==> config.mk <==
export PLATFORM = sky130hd
export DESIGN_NAME = link_watchdog_battery_monitor
export DESIGN_NICKNAME = d
export VERILOG_FILES = /design/src/hdl/lwbm_pkg.sv /design/src/hdl/link_watchdog_battery_monitor.sv
export SDC_FILE = /design/constraint.sdc
export NUM_CORES = 1
export LEC_CHECK = 0
export ABC_AREA = 1
export BUFFER_PORTS_ARGS = -buffer_cell sky130_fd_sc_hd__buf_2
export CAP_MARGIN = 20
export CORE_MARGIN = 5
export CORE_UTILIZATION = 60
export CTS_BUF_LIST = sky130_fd_sc_hd__clkbuf_2 sky130_fd_sc_hd__clkbuf_4 sky130_fd_sc_hd__clkbuf_8
export CTS_CLUSTER_DIAMETER = 80
export DETAILED_ROUTE_END_ITERATION = 8
export GPL_ROUTABILITY_DRIVEN = 1
export HOLD_SLACK_MARGIN = 0.15
export PLACE_DENSITY = 0.82
export SYNTH_ARGS = -nofsm -noshare
export SYNTH_HDL_FRONTEND = slang
export SYNTH_SLANG_ARGS = --single-unit
==> constraint.sdc <==
create_clock -name clk_i -period 5.46 [get_ports clk_i]
set_clock_uncertainty 0.05 [all_clocks]
set_input_delay 0.819 -clock clk_i [delete_from_list [all_inputs] [get_ports clk_i]]
set_output_delay 0.819 -clock clk_i [all_outputs]
set_load 0.05 [all_outputs]
==> src/hdl/lwbm_pkg.sv <==
package lwbm_pkg;

  // Startup countdown length in ticks; zero disables the countdown and the init pulse.
  localparam logic [3:0] STARTUP_TICKS = 4'd10;

  localparam int unsigned CfgAddrWidth = 3;
  localparam int unsigned CfgDataWidth = 8;

  typedef enum logic [CfgAddrWidth-1:0] {
    CFG_BATTERY_THRESHOLD = 3'd0,
    CFG_PING_PERIOD       = 3'd1,
    CFG_RETRY_PERIOD      = 3'd2,
    CFG_FAIL_LIMIT        = 3'd3,
    CFG_WATCHDOG_ENABLE   = 3'd4
  } cfg_addr_e;

  localparam logic [7:0] BATTERY_THRESHOLD_RST = 8'h71;
  localparam logic [7:0] PING_PERIOD_RST       = 8'd8;
  localparam logic [7:0] RETRY_PERIOD_RST      = 8'd2;
  localparam logic [7:0] FAIL_LIMIT_RST        = 8'd13;

  typedef struct packed {
    logic [7:0] battery_level;
    logic       on_charge;
    logic       ping_ok;
  } tick_in_t;

  typedef struct packed {
    logic low_battery;
    logic sensor_init;
    logic ping_used;
    logic led_write;
    logic led_red;
    logic reboot;
  } tick_out_t;

endpackage

==> src/hdl/link_watchdog_battery_monitor.sv <==
// Link watchdog and battery monitor, one result beat for every tick beat.
//
// Input channel (in_valid_i / in_ready_o / in_data_i) carries one tick: battery
// level, charger flag and the reachability answer for that tick. Output channel
// (out_valid_o / out_ready_i / out_data_o) returns one result beat per tick with
// the low battery flag, the sensor init pulse, the check strobe, the LED write
// and the reboot request.
//
// The result of an accepted tick is presented from the next edge on, from a single
// output register. Throughput is one tick per cycle while the receiver takes each
// beat; the counter updates are 8-bit adds and compares and a 4-bit decrement.
// When the receiver stalls, the output register holds its beat and in_ready_o
// stays low until that beat is taken; in_ready_o is high whenever the output
// register is empty or is being drained in the same cycle.
//
// Reset restores the register defaults, reloads the startup countdown and
// clears all watchdog counters and the output valid flag. Configuration writes
// through cfg_we_i / cfg_addr_i / cfg_wdata_i take effect at the next edge.
module link_watchdog_battery_monitor
  import lwbm_pkg::*;
(
  input  logic                    clk_i,
  input  logic                    rst_ni,
  input  logic                    cfg_we_i,
  input  logic [CfgAddrWidth-1:0] cfg_addr_i,
  input  logic [CfgDataWidth-1:0] cfg_wdata_i,
  input  logic                    in_valid_i,
  output logic                    in_ready_o,
  input  tick_in_t                in_data_i,
  output logic                    out_valid_o,
  input  logic                    out_ready_i,
  output tick_out_t               out_data_o
);

  logic [7:0] battery_threshold_q, ping_period_q, retry_period_q, fail_limit_q;
  logic       watchdog_enable_q;

  logic [3:0] startup_left_q, startup_left_d;
  logic [7:0] period_count_q, period_count_d;
  logic [7:0] retry_count_q, retry_count_d;
  logic [7:0] fail_count_q, fail_count_d;
  logic       led_red_now_q, led_red_now_d;

  logic       out_valid_q;
  tick_out_t  out_data_q, res_d;
  logic       accept;

  logic [7:0] period_inc, retry_inc, fail_inc;

  assign in_ready_o  = !out_valid_q || out_ready_i;
  assign accept      = in_valid_i && in_ready_o;
  assign out_valid_o = out_valid_q;
  assign out_data_o  = out_data_q;

  assign period_inc = period_count_q + 8'd1;
  assign retry_inc  = retry_count_q + 8'd1;
  assign fail_inc   = fail_count_q + 8'd1;

  always_comb begin
    startup_left_d = startup_left_q;
    period_count_d = period_count_q;
    retry_count_d  = retry_count_q;
    fail_count_d   = fail_count_q;
    led_red_now_d  = led_red_now_q;
    res_d          = '0;
    res_d.low_battery = (in_data_i.battery_level <= battery_threshold_q) &&
                        !in_data_i.on_charge;

    if (startup_left_q != 4'd0) begin
      startup_left_d    = startup_left_q - 4'd1;
      res_d.sensor_init = (startup_left_q == 4'd1);
    end else if (watchdog_enable_q) begin
      if (fail_count_q != 8'd0) begin
        // Fail mode: toggle the LED every tick, retry when the period is reached.
        retry_count_d   = retry_inc;
        led_red_now_d   = !led_red_now_q;
        res_d.led_write = 1'b1;
        res_d.led_red   = !led_red_now_q;
        if (retry_inc >= retry_period_q) begin
          retry_count_d   = 8'd0;
          res_d.ping_used = 1'b1;
          if (in_data_i.ping_ok) begin
            fail_count_d  = 8'd0;
            led_red_now_d = 1'b0;
            res_d.led_red = 1'b0;
          end else if (fail_inc >= fail_limit_q) begin
            res_d.reboot = 1'b1;
            fail_count_d = 8'd0;
          end else begin
            fail_count_d = fail_inc;
          end
        end
      end else begin
        period_count_d = period_inc;
        if (period_inc >= ping_period_q) begin
          period_count_d  = 8'd0;
          retry_count_d   = 8'd0;
          res_d.ping_used = 1'b1;
          if (!in_data_i.ping_ok) begin
            fail_count_d    = 8'd1;
            led_red_now_d   = 1'b1;
            res_d.led_write = 1'b1;
            res_d.led_red   = 1'b1;
          end
        end
      end
    end
  end

  always_ff @(posedge clk_i or negedge rst_ni) begin
    if (!rst_ni) begin
      battery_threshold_q <= BATTERY_THRESHOLD_RST;
      ping_period_q       <= PING_PERIOD_RST;
      retry_period_q      <= RETRY_PERIOD_RST;
      fail_limit_q        <= FAIL_LIMIT_RST;
      watchdog_enable_q   <= 1'b0;
    end else if (cfg_we_i) begin
      case (cfg_addr_i)
        CFG_BATTERY_THRESHOLD: battery_threshold_q <= cfg_wdata_i;
        CFG_PING_PERIOD:       ping_period_q       <= cfg_wdata_i;
        CFG_RETRY_PERIOD:      retry_period_q      <= cfg_wdata_i;
        CFG_FAIL_LIMIT:        fail_limit_q        <= cfg_wdata_i;
        CFG_WATCHDOG_ENABLE:   watchdog_enable_q   <= cfg_wdata_i[0];
        default: ;
      endcase
    end
  end

  always_ff @(posedge clk_i or negedge rst_ni) begin
    if (!rst_ni) begin
      startup_left_q <= STARTUP_TICKS;
      period_count_q <= 8'd0;
      retry_count_q  <= 8'd0;
      fail_count_q   <= 8'd0;
      led_red_now_q  <= 1'b0;
      out_valid_q    <= 1'b0;
    end else begin
      if (accept) begin
        startup_left_q <= startup_left_d;
        period_count_q <= period_count_d;
        retry_count_q  <= retry_count_d;
        fail_count_q   <= fail_count_d;
        led_red_now_q  <= led_red_now_d;
        out_valid_q    <= 1'b1;
      end else if (out_ready_i) begin
        out_valid_q <= 1'b0;
      end
    end
  end

  always_ff @(posedge clk_i) begin
    if (accept) begin
      out_data_q <= res_d;
    end
  end

  // A red LED value is only ever reported together with an LED write.
  a_led_red_needs_write: assert property (@(posedge clk_i) disable iff (!rst_ni)
    out_valid_q && out_data_q.led_red |-> out_data_q.led_write)
    else $error("led_red set without led_write");

  // A reboot is only requested on a tick that made a failed check.
  a_reboot_needs_check: assert property (@(posedge clk_i) disable iff (!rst_ni)
    out_valid_q && out_data_q.reboot |-> out_data_q.ping_used && out_data_q.led_write)
    else $error("reboot without a check in fail mode");

  // The init pulse comes from the countdown, which excludes any watchdog activity.
  a_init_alone: assert property (@(posedge clk_i) disable iff (!rst_ni)
    out_valid_q && out_data_q.sensor_init |-> !out_data_q.ping_used && !out_data_q.led_write)
    else $error("sensor_init together with watchdog activity");

  // A reboot leaves fail mode.
  a_reboot_clears_fail: assert property (@(posedge clk_i) disable iff (!rst_ni)
    accept && res_d.reboot |=> fail_count_q == 8'd0)
    else $error("fail count not cleared after reboot");

  // An accepted tick always produces a result beat at the next edge.
  a_accept_gives_beat: assert property (@(posedge clk_i) disable iff (!rst_ni)
    accept |=> out_valid_q)
    else $error("accepted tick produced no result beat");

endmodule
-- Yosys cells after proc, flatten, opt, wreduce, memory -nomap -nowiden
Cells that the tools add are included.
- word-level logic and storage cells: 83
- output and inout bits: 8
- flip-flop bits (word level): 69
- bits of input ports: 26
- muxes and demuxes: 24
- magnitude comparators: 4
- reduce and logical (&&, ||, !) cells: 23
- eq/ne operators: 7
- add/sub/neg operators: 4
- bitwise gates (word level): 4
- operators by type and width (kind ; count):
    8-bit two-way mux ; 10
    8-bit by 1-bit adder with 8-bit output (second input constant) ; 3
    8-bit >= comparator ; 3
    2-bit AND reduction ; 6
    1-bit two-way mux ; 10
    8-bit less-or-equal comparator ; 1
    4-bit AND reduction ; 2
    8-bit nonzero test ; 1
    3-bit by 2-bit == test with 1-bit output (second input constant) ; 2
    3-bit two-way mux ; 2
    6-bit AND reduction ; 1
    5-bit AND reduction ; 1
    5-bit OR reduction ; 1
    4-bit by 1-bit == test with 1-bit output (second input constant) ; 1
    2-bit two-way mux ; 2
    2-bit by 1-bit inequality test with 1-bit output (second input constant) ; 2
    1-bit inverter ; 4
    2-bit nonzero test ; 2
    4-bit nonzero test ; 1
    4-bit by 1-bit subtractor with 4-bit output (second input constant) ; 1
    3-bit by 1-bit == test with 1-bit output (second input constant) ; 1
    3-bit == test (second input constant) ; 1
    1-bit zero test ; 3
    3-bit zero test ; 1
    other kinds (3) ; 4

-- Longest topological paths before layout
Gate-level depths: netlist (run 1).
- word-level depth: 6
- depth in mapped cells: 18
- gate-level depth less buffers: 17

-- Worst setup path before layout (run 1)
Ideal clock, no wire load.
- kind: reg-to-reg
- start point: register fail_count_q[0]
- end point: register fail_count_q[1]
- arrival: 2199 ps
- buffers on the path: 0
- required time: 5345 ps
- setup time: 65 ps
- setup slack: 3146 ps
- stages on the path, launching flop included: 14
- period minus slack after synthesis: 2314 ps
- cells stage by stage: dfrtp_1 -> inv_1 -> nor3_1 -> nand4_1 -> nand2_1 -> inv_1 -> ha_1 -> nand2_1 -> a21oi_1 -> nor3b_1 -> nand3_1 -> nor2_1 -> nand2_1 -> nand2_1
- longest elaborated chain between the ends: 6
- elaborated cells on any way between the ends: 11
- classes of those cells: add/sub: 1; order compare: 1; eq/ne: 2; mux: 4; reduce/logical: 3
- RTL lines (element ; line ; source):
    from (decl) ; link_watchdog_battery_monitor.sv:41 ; logic [7:0] fail_count_q, fail_count_d;
    from (signal assigned) ; link_watchdog_battery_monitor.sv:142 ; fail_count_q <= fail_count_d;
    8-bit by 1-bit adder with 8-bit output ; link_watchdog_battery_monitor.sv:57 ; assign fail_inc = fail_count_q + 8'd1;
    8-bit >= comparator ; link_watchdog_battery_monitor.sv:86 ; end else if (fail_inc >= fail_limit_q) begin
    8-bit two-way mux ; link_watchdog_battery_monitor.sv:86 ;
    8-bit two-way mux ; link_watchdog_battery_monitor.sv:82 ; if (in_data_i.ping_ok) begin
    8-bit two-way mux ; link_watchdog_battery_monitor.sv:79 ; if (retry_inc >= retry_period_q) begin
    8-bit two-way mux ; link_watchdog_battery_monitor.sv:73 ; if (fail_count_q != 8'd0) begin
Several ways; a longest one is shown, not always the timed one. The select of a mux whose other input is x is not followed.
A chain may end at the register's enable or synchronous reset.

-- Worst setup path in the final report (run 1)
- start point: register retry_count_q[0]
- end point: register out_data_q (netlist bit out_data_o[3]), data pin
- longest elaborated chain between the ends: 4
- RTL lines (element ; line ; source):
    from (decl) ; link_watchdog_battery_monitor.sv:40 ; logic [7:0] retry_count_q, retry_count_d;
    from (signal assigned) ; link_watchdog_battery_monitor.sv:141 ; retry_count_q <= retry_count_d;
    8-bit by 1-bit adder with 8-bit output ; link_watchdog_battery_monitor.sv:56 ; assign retry_inc = retry_count_q + 8'd1;
    8-bit >= comparator ; link_watchdog_battery_monitor.sv:79 ;
    1-bit two-way mux ; link_watchdog_battery_monitor.sv:79 ;
    3-bit two-way mux ; link_watchdog_battery_monitor.sv:73 ;
    to (signal assigned) ; link_watchdog_battery_monitor.sv:153 ; out_data_q <= res_d;
    to (decl) ; link_watchdog_battery_monitor.sv:45 ; tick_out_t out_data_q, res_d;
Every way passes these cells.

==> results of run 1 <==
==> routing by layer <==
layer  vias to the layer above  part of all wire, %
li1                       1723                    -
met1                      1568                   44
met2                        74                   49
met3                        23                  4.3
met4                         0                  2.8
met5                         -                    0
==> sequential cells by signal, summed over array words and instances (netlist names), 4 cells and up <==
signal / flops
battery_threshold_q: 8
fail_count_q: 8
fail_limit_q: 8
out_data_o: 6
period_count_q: 8
ping_period_q: 8
retry_count_q: 8
retry_period_q: 8
startup_left_q: 4
==> critical path: cells and delay by family, from the launching register on <==
| kind | cells | cell delay, ps |
|---|---|---|
| compound gates | 1 | 150 |
| flops | 1 | 430 |
| xor+xnor | 1 | 250 |
| fa+ha+maj | 1 | 300 |
| buf+inv | 1 | 40 |
| simple gates | 8 | 1380 |
==> worst min path at each step <==
| stage | startpoint | to | slack, ps |
|---|---|---|---|
| floorplan | battery_threshold_q[1] | battery_threshold_q[1] | 400 |
| global placement | retry_period_q[4] | retry_period_q[4] | 420 |
| detailed placement | fail_limit_q[6] | fail_limit_q[6] | 420 |
| CTS | fail_limit_q[6] | fail_limit_q[6] | 440 |
| global route | fail_limit_q[2] | fail_limit_q[2] | 450 |
| finish | fail_limit_q[6] | fail_limit_q[6] | 440 |
==> layout make-up <==
class	instances	share of cell area (%)
Inverter	95	7.69
Clock buffer	12	3.29
Clock inverter	4	1.03
Multi-Input combinational cell	353	43.5
Tap cell	96	2.59
Sequential cell	69	38.2
Timing Repair Buffer	34	3.72
==> power by group through the flow <==
stage / Clock, W / Combinational (W) / Sequential (W)
final: 0.000428 / 0.000819 / 0.000710
after global routing: 0.000457 / 0.000957 / 0.000725
after CTS: 0.000432 / 0.000822 / 0.000709
after detailed placement: 0 / 0.000812 / 0.000717
after global placement: 0 / 0.000764 / 0.000713
after floorplan: 0 / 0.000619 / 0.000713
==> synthesized netlist by cell type, types with 4 or more instances <==
cell      instances  area, µm²
clkbuf_1          5       18.8
o21bai_1          9       67.6
xnor2_1           4       35.0
ha_1             39        488
xor2_1           12        105
a21oi_1          11       55.1
inv_1            95        357
nand2_1         140        526
o21ai_1           4       20.0
o21ai_0          44        220
edfxtp_1          6        180
dfrtp_1          52       1300
nor2_1           37        139
nand4_1           7       43.8
dfstp_2          11        289
nand3_1          23        115
nor3_1            5       25.0
==> logic make-up (layout without fill, tap and decap cells) <==
family,Yosys count,after routing,share of synthesized area [%]
xor gates and xnor gates,16,16,3.35
DFF,69,69,42.3
and+or+nand+nor,226,226,23.9
buffers and inverters,102,145,9.50
adders and majority gates,39,39,11.7
AOI/OAI and AO/OA,72,72,9.32
==> per-stage QoR <==
step | hold WS (ps) | instances | setup WS, ps
after floorplan | 403 | 524 | 3150
after global placement | 416 | 647 | 2770
after detailed placement | 424 | 647 | 2630
after CTS | 441 | 663 | 2600
after global routing | 453 | 663 | 2280
final | 438 | 663 | 2560
==> cells in the final DEF, fill, tap and decap left out, drive strengths merged <==
| cell type | synthesis | layout |
|---|---|---|
| bufinv | 0 | 1 |
| clkinv | 0 | 2 |
| and2 | 1 | 1 |
| xnor2 | 4 | 4 |
| nor2 | 43 | 43 |
| nand3b | 1 | 1 |
| or2 | 1 | 1 |
| nand3 | 24 | 24 |
| o211ai | 1 | 1 |
| nor3 | 5 | 5 |
| o21ai | 48 | 48 |
| clkbuf | 5 | 12 |
| edfxtp | 6 | 6 |
| nor3b | 1 | 1 |
| o21a | 1 | 1 |
| buf | 2 | 34 |
| inv | 95 | 95 |
| nand4 | 7 | 7 |
| clkinvlp | 0 | 1 |
| o21bai | 9 | 9 |
| o22ai | 2 | 2 |
| nand2 | 143 | 143 |
| xor2 | 12 | 12 |
| dfrtp | 52 | 52 |
| dfstp | 11 | 11 |
| a21oi | 11 | 11 |
| ha | 39 | 39 |
==> flow_metrics.env, run 1 <==
export IMPL_outcome="completed"
export IMPL_ys_warn_count=0
export IMPL_cts_root_buffer="clkbuf_8"
export IMPL_fin_crit_sh_pct=53.0
export IMPL_grt_usage_pct=22.1
export IMPL_drt_first_pass_iters=4
export IMPL_post_drt_wl_per_cell_um=13.2
export IMPL_drive_gt1_share_pct=12.7
export IMPL_cts_buffers=9
export IMPL_endpoint="out_data_o[3]"
export IMPL_grt_max_degree=64
export IMPL_ys_seq_area_share_pct=42.3
export IMPL_clk_pin_slew_ps=80
export IMPL_fin_area_mm2=0.00464
export IMPL_holdPathStages=2
export IMPL_p_sw_share_pct=40.0
export IMPL_finalSetupTns_ps=0
export IMPL_route_detailed_drc=0
export IMPL_numPortBuffers=33
export IMPL_irDropWorstVdd_mv=0.212
export IMPL_wirelength_mm=8.75
export IMPL_worst_pin_slew_ps=795
export IMPL_synth_cells=524
export IMPL_die_x_um=93.5
export IMPL_syn_nets=589
export IMPL_clock_sinks=69
export IMPL_grt_pass1_vias=3415
export IMPL_die_h_um=93.5
export IMPL_via_count=3388
export IMPL_die_area_mm2=0.00875
export IMPL_antenna_left=0
export IMPL_grt_ovfl_total=0
export IMPL_antenna_found_initial=0
export IMPL_ys_ff_latch=69
export IMPL_crit_type="reg2reg"
export IMPL_cts_max_level=3
export IMPL_reg2reg_slack_ps=2560
export IMPL_hold_viol=0
export IMPL_async_flop_share_pct=91.3
export IMPL_worst_ep_arrival_time_ps=2910
export IMPL_relSlewSlack_pct=47.0
export IMPL_p_total_w=0.00196
export IMPL_min_path_type="reg2reg"
export IMPL_use_met2_pct=37.2
export IMPL_cts_tree="done"
export IMPL_crit_path_end_kind="flop"
export IMPL_dpl_cell_area_mm2=0.00444
export IMPL_synthFlopType="dfrtp_1"
export IMPL_worstSetupStartpointType="flop"
export IMPL_use_met1_pct=28.1
export IMPL_cpPeakStageDelay_ps=460
export IMPL_globalRoute_busiestLayer="met2"
export IMPL_ctsResizeCount=0
export IMPL_hpwl_mm=6.53
export IMPL_place_congestion=0.849
export IMPL_avgSynthCellArea_um2=7.99
export IMPL_num_rows=30
export IMPL_critPathLaunch="retry_count_q[0]"
export IMPL_nFillCells=528
export IMPL_drtIter0Drc=153
export IMPL_area_growth_pct=10.8
export IMPL_multi_input_area_mm2=0.00202
export IMPL_pwr_share_seq_pct=36.3
export IMPL_drv_cap=0
export IMPL_grt_pass1_wl_mm=15.2
export IMPL_layout_nets=627
export IMPL_r2r_start="retry_count_q[0]"
export IMPL_start_util_pct=61.6
export IMPL_worstRegToRegCells=12
export IMPL_post_route_util_pct=68.3
export IMPL_p_per_area_mw_per_mm2=422
export IMPL_holdBufCountCts=0
export IMPL_path_cells="nand3_1, nor2_1, nand3_1, xor2_1, ha_1, nand2_1, inv_1, nor2_1, o21a_1, nand2_1, nor2_2, nor3_1"
export IMPL_cp_data_required_time_ps=5470
export IMPL_p_leak_nw=2.47
export IMPL_period_minus_slack_ps=2900
export IMPL_postCtsSetupBuffers=0
export IMPL_cts_buffer_depth=2
export IMPL_synth_cell_type_count=31
export IMPL_crit_slowest_cell="nor2_2"
export IMPL_syn_area_mm2=0.00419
export IMPL_comb_power_share_pct=41.9
export IMPL_clkPwrFrac_pct=21.9
export IMPL_coreArea_mm2=0.00679
export IMPL_clock_fmax_mhz=345
export IMPL_vias_per_cell=5.11
export IMPL_internal_power_w=0.00117
export IMPL_maxSlewViolCount=0
export IMPL_ios=34
export IMPL_seq_area_mm2=0.00177
export IMPL_synth_enable_flop_cells=6
export IMPL_cp_max_fo=10
export IMPL_finalSetupViolations=0
export IMPL_power_switching_w=0.000784
export IMPL_diodes=0
export IMPL_r2r_end="out_data_o[3]"
export IMPL_clkLatencyLatePin_ps=350
export IMPL_rsz0062_at_grt="no"
export IMPL_met3_usage_pct=3.30
Power figures use the tool's default switching activity.
==> run 2, diff against run 1 <==
Settings changed: ABC_AREA 1 to 0, CORE_UTILIZATION 60 to 56, PLACE_DENSITY 0.82 to 0.81.
Clock period 5.46 ns to 2.48 ns, I/O delays scaled along.
==> run 2 against run 1 <==
  * Highest routed layer unchanged
  * First-iteration DRC count up 110%
  * Total power up 120%
  * Critical endpoint is now fail_count_q[7]
  * The run now ends with negative setup slack left
  * Largest power group unchanged
  * Clock-buffer cell count down 3
==> flow_metrics.env, run 2 <==
export IMPL_yosys_area_top_type="dfrtp_1"
export IMPL_worst_ep_arrival_time_ps=3080
export IMPL_synth_enable_flop_cells=6
export IMPL_layout_nets=552
export IMPL_post_route_util_pct=77.3
export IMPL_ys_warn_count=0
export IMPL_period_minus_slack_ps=2890
export IMPL_grt_max_degree=36
export IMPL_synth_cell_type_count=54
export IMPL_die_area_mm2=0.00890
export IMPL_drtIter0Drc=320
export IMPL_antenna_left=0
export IMPL_dpl_worst_slack_ps=-483
export IMPL_rsz0062_at_grt="yes"
export IMPL_drv_cap=0
export IMPL_synth_area_leaders="dfrtp_1 (33%), ha_1 (12%), dfstp_2 (7.3%), o21ai_0 (4.5%), edfxtp_1 (4.5%)"
export IMPL_clkLatencyLatePin_ps=360
export IMPL_start_util_pct=58.0
export IMPL_final_cell_mix="buf_4 (56), dfrtp_1 (52), nand2_1 (38)"
export IMPL_grt_usage_pct=24.1
export IMPL_ys_top_cells_by_count="dfrtp_1 (52), nand2_1 (40), ha_1 (39)"
export IMPL_die_x_um=94.3
export IMPL_cts_buffer_depth=2
export IMPL_ys_ff_latch=69
export IMPL_clock_sinks=69
export IMPL_coreArea_mm2=0.00687
export IMPL_grt_pass1_vias=3454
export IMPL_finalSetupViolations=29
export IMPL_fin_crit_sh_pct=116
export IMPL_min_path_type="in2reg"
export IMPL_area_growth_pct=33.4
export IMPL_failed_checks="negative setup slack"
export IMPL_grt_pass1_wl_mm=16.4
export IMPL_avgSynthCellArea_um2=10.4
export IMPL_synth_cells=383
export IMPL_cp_max_fo=6
export IMPL_nFillCells=403
export IMPL_cts_root_buffer="clkbuf_8"
export IMPL_antenna_found_initial=0
export IMPL_num_rows=30
export IMPL_numPortBuffers=33
export IMPL_route_detailed_drc=0
export IMPL_place_congestion=0.941
export IMPL_worst_slack_ps=-407
export IMPL_syn_nets=448
export IMPL_worstSetupStartpointType="flop"
export IMPL_outcome="finished with violations"
export IMPL_synthFlopType="dfrtp_1"
export IMPL_async_flop_share_pct=91.3
export IMPL_ys_seq_area_share_pct=44.4
export IMPL_path_cells="and3_4, nand3_4, nor2_4, xor2_4, ha_4, and3_4, nand3_4, o21ai_4, nor2_2, or3b_4, mux2_4"
export IMPL_clock_fmax_mhz=346
export IMPL_cts_max_level=3
export IMPL_whs_ps=198
export IMPL_diodes=0
export IMPL_ios=34
export IMPL_cts_buffers=9
export IMPL_worst_pin_slew_ps=775
export IMPL_cp_data_required_time_ps=2670
export IMPL_cts_tree="done"
export IMPL_crit_slowest_cell="or3b_4"
export IMPL_cpPeakStageDelay_ps=470
export IMPL_maxSlewViolCount=0
export IMPL_hpwl_mm=6.79
export IMPL_p_per_area_mw_per_mm2=817
export IMPL_drive_gt1_share_pct=39.6
export IMPL_drt_first_pass_iters=5
export IMPL_crit_type="reg2reg"
export IMPL_post_drt_wl_per_cell_um=20.1
export IMPL_grt_ovfl_total=0
export IMPL_hold_viol=0
export IMPL_wirelength_mm=11.8
export IMPL_synth_most_common_cell="dfrtp_1"
export IMPL_vias_per_cell=6.11
export IMPL_mostFrequentLayoutCell="buf_4"
export IMPL_irDropWorstVdd_mv=0.419
export IMPL_syn_area_mm2=0.00398
export IMPL_p_leak_nw=2.52
export IMPL_clk_pin_slew_ps=90
export IMPL_p_total_w=0.00434
export IMPL_die_h_um=94.3
export IMPL_yosysTopAreaCellShare_pct=32.7
export IMPL_via_count=3591
export IMPL_crit_path_end_kind="flop"
export IMPL_relSlewSlack_pct=48.3
## run 2: cell count changes in the layout (fill, tap and decap cells not counted), moves of 17 or more
cell     before  now
nor2_1       37    7
nand2_1     140   38
buf_4         1   56
inv_1        95   34
o21ai_0      44   27
## run 2: layer usage
layer	part of all wire [%]	global-route usage [%]	vias up	wire (µm)
li1	-	-	1563	-
met1	39	30.0	1774	4660
met2	50	40.8	192	5850
met3	6.2	4.30	62	731
met4	4.8	11.0	0	565
met5	0	0	-	0
## run 2: area by class of cell
class | count | area, µm² | share of cell area (%)
clock buffer | 9 | 124 | 2.33
clock inverter | 7 | 96.3 | 1.81
inverter | 34 | 128 | 2.40
multi-input combinational | 272 | 2340 | 44.1
sequential | 69 | 1770 | 33.3
tap | 96 | 120 | 2.26
timing repair buffer | 101 | 732 | 13.8
## run 2: timing repair
action	4_1_cts	5_1_grt
pin swaps	23	25
buffers inserted	13	13
setup endpoints to repair	28	29
endpoints found under the hold margin	26	0
cloned	0	0
resized for setup	29	44
hold buffers	1	0
## run 2: path summary, 6_finish.rpt
kind,startpoint,endpoint,slack [ps],cells past startpoint
min in group asynchronous,rst_ni,retry_count_q[3],560,2
hold reg to reg,fail_limit_q[5],fail_limit_q[5],460,1
max in group asynchronous,rst_ni,ping_period_q[3],1090,3
setup / recovery,retry_count_q[1],fail_count_q[7],-410,11
setup reg to reg,retry_count_q[1],fail_count_q[7],-410,11
hold / removal,in_valid_i,out_valid_o,200,2
## run 2: power by group
part	switching, W	internal [W]
combinational	0.000955	0.000798
sequential	0.000156	0.00136
clock	0.000496	0.000572
total	0.00161	0.00274
## run 2: cell families after synthesis
group                      after synthesis  synth area share, %
buffers and inverters                   42                 4.80
muxes                                   17                 5.28
adders and majority gates               39                 12.2
AOI/OAI and AO/OA                       80                 13.1
and+or+nand+nor                        116                 15.7
DFF                                     69                 44.4
xor gates and xnor gates                20                 4.40
## run 2: critical path: cells and delay by family (launching register included)
| kind | cells | cell delay, ps |
|---|---|---|
| simple gates | 7 | 1360 |
| flops | 1 | 450 |
| mux | 1 | 320 |
| fa+ha+maj | 1 | 280 |
| compound gates | 1 | 190 |
| xor+xnor | 1 | 100 |
## run 2: through the flow
step | std cells | TNS (ps) | cell area, µm²
final | 588 | -7660 | 5310
after detailed placement | 549 | -5730 | 4590
after floorplan | 383 | -2440 | 4000
after global routing | 588 | -9920 | 5310
after global placement | 549 | -3520 | 4590
after CTS | 577 | -4170 | 5000
==> run 3, diff against run 2 <==
Settings changed: ABC_AREA 0 to 1, PLACE_DENSITY 0.81 to 0.8.
==> run 3 against run 2 <==
  * The run now ends clean
  * Core utilization decreased by 9.7 points
  * Non-clock buffer count decreased by 51
  * Via count decreased by 2.5%
  * Worst hold slack improved by 49 ps
  * Die area increased by 4.5%
  * Largest cell class unchanged
  * Sequential share of layout area increased by 2.8 points
  * Maximum frequency increased by 17%
  * Largest power group unchanged
  * Clock-buffer cell count increased by 1
  * Critical endpoint is now fail_count_q[4]
  * Cell area decreased by 7.7%
==> flow_metrics.env, run 3 (synthesis results as in run 1) <==
export IMPL_cts_buffer_depth=2
export IMPL_finalSetupViolations=0
export IMPL_grt_pass1_vias=3347
export IMPL_fin_crit_sh_pct=99.7
export IMPL_worst_slack_ps=6.75
export IMPL_grt_usage_pct=21.0
export IMPL_clock_sinks=69
export IMPL_area_growth_pct=17.1
export IMPL_relSlewSlack_pct=68.1
export IMPL_crit_type="reg2reg"
export IMPL_grt_pass1_wl_mm=15.0
export IMPL_dpl_worst_slack_ps=-20.5
export IMPL_place_congestion=0.839
export IMPL_diodes=0
export IMPL_clk_pin_slew_ps=80
export IMPL_hold_viol=0
export IMPL_r2r_start="period_count_q[1]"
export IMPL_worstRegToRegCells=15
export IMPL_coreArea_mm2=0.00725
export IMPL_drt_first_pass_iters=4
export IMPL_worst_ep_arrival_time_ps=2660
export IMPL_cts_buffers=9
export IMPL_seq_area_mm2=0.00177
export IMPL_reg2reg_slack_ps=7
export IMPL_drtIter0Drc=151
export IMPL_clock_fmax_mhz=404
export IMPL_holdPathStages=2
export IMPL_finalSetupTns_ps=0
export IMPL_mostFrequentLayoutCell="nand2_1"
export IMPL_die_h_um=96.5
export IMPL_grt_ovfl_total=0
export IMPL_hpwl_mm=6.60
export IMPL_wirelength_mm=9.29
export IMPL_start_util_pct=57.7
export IMPL_final_cell_mix="nand2_1 (136), inv_1 (94), dfrtp_1 (52)"
export IMPL_rsz0062_at_grt="yes"
export IMPL_min_path_type="in2reg"
export IMPL_layout_nets=643
export IMPL_worst_pin_slew_ps=477
export IMPL_cts_max_level=3
export IMPL_num_rows=31
export IMPL_drv_cap=0
export IMPL_outcome="completed"
export IMPL_min_to="out_data_o[5]"
export IMPL_hold_start="in_data_i[1]"
export IMPL_cts_root_buffer="clkbuf_8"
export IMPL_post_route_util_pct=67.6
export IMPL_post_drt_wl_per_cell_um=13.6
export IMPL_period_minus_slack_ps=2470
export IMPL_antenna_left=0
export IMPL_irDropWorstVdd_mv=0.514
export IMPL_via_count=3501
export IMPL_crit_path_end_kind="flop"
export IMPL_numPortBuffers=33
export IMPL_cts_tree="done"
export IMPL_nFillCells=583
export IMPL_cp_max_fo=7
export IMPL_cp_data_required_time_ps=2670
export IMPL_maxSlewViolCount=0
export IMPL_route_detailed_drc=0
export IMPL_worstSetupStartpointType="flop"
export IMPL_vias_per_cell=5.13
export IMPL_grt_max_degree=26
export IMPL_r2r_end="fail_count_q[4]"
export IMPL_p_per_area_mw_per_mm2=989
export IMPL_drive_gt1_share_pct=17.5
export IMPL_p_leak_nw=2.58
export IMPL_ios=34
export IMPL_die_area_mm2=0.00931
export IMPL_critPathLaunch="period_count_q[1]"
export IMPL_antenna_found_initial=0
export IMPL_die_x_um=96.5
export IMPL_clkLatencyLatePin_ps=350
export IMPL_multi_input_area_mm2=0.00209
## run 3: cell count changes in the layout (fill, tap and decap cells not counted), sizes merged, moves of 7 or more
| cell | delta |
|---|---|
| nand3 | +10 |
| inv | +58 |
| buf | -51 |
| nand2 | +102 |
| xnor2 | -7 |
| o21bai | +9 |
| and3 | -7 |
| mux2 | -17 |
| nor2 | +29 |
| a21o | -7 |
| a22o | -10 |
| o21ai | +12 |
## run 3: critical path, cell delays in order, from the launching register on
cell,delay [ps]
dfrtp_1,410
ha_2,230
nand4_1,130
xor2_1,210
inv_1,70
ha_1,330
nand2_4,80
nor2_2,90
nor2_1,40
nand2_1,70
nor2_2,40
nand2_2,110
nand3_4,140
buf_6,170
o21bai_1,120
nand2_1,70
## run 3: how the worst max path moves through the flow
stage | endpoint | slack, ps
2_1_floorplan | fail_count_q[1] | 170
3_3_place_gp | fail_count_q[5] | 50
3_5_place_dp | fail_count_q[3] | -20
4_1_cts | fail_count_q[4] | 2
5_1_grt | fail_count_q[0] | -190
6_report | fail_count_q[4] | 7
## run 3: power breakdown
part           total (W)  switching, W  internal (W)
Combinational    0.00206       0.00122      0.000835
Sequential       0.00156      0.000172       0.00139
Clock            0.00123      0.000447      0.000783
## run 3: timing repair
item / 4_1_cts / 5_1_grt
hold endpoints to repair: 12 / 0
cloned: 0 / 0
endpoints found under the setup margin: 9 / 26
buffers inserted: 1 / 5
pin swaps: 0 / 15
gates resized for setup: 1 / 18
hold buffers: 1 / 0
## run 3: metal layers
layer,track usage [%],vias to the layer above,wire length [µm]
li1,-,1754,-
met1,26.3,1642,3940
met2,34.9,84,4640
met3,4.73,21,425
met4,9.23,0,274
met5,0,-,0
## run 3: stage by stage
step	power [W]	instances	cell area (µm²)	hold slack, ps
final	0.00485	682	4900	247
after global routing	0.00524	682	4900	239
after CTS	0.00476	677	4800	236
after detailed placement	0.00351	659	4510	260
after global placement	0.00340	659	4510	260
after floorplan	0.00293	524	4190	26.4
## run 3: final cells by class
type                    instances  share of cell area, %
multi-input cells             353                   42.5
flip-flops and latches         69                   36.1
inverters                      95                   7.27
repair buffers                 50                   6.10
clock inverters                 6                   2.78
clock buffers                  10                   2.68
well taps                      99                   2.53
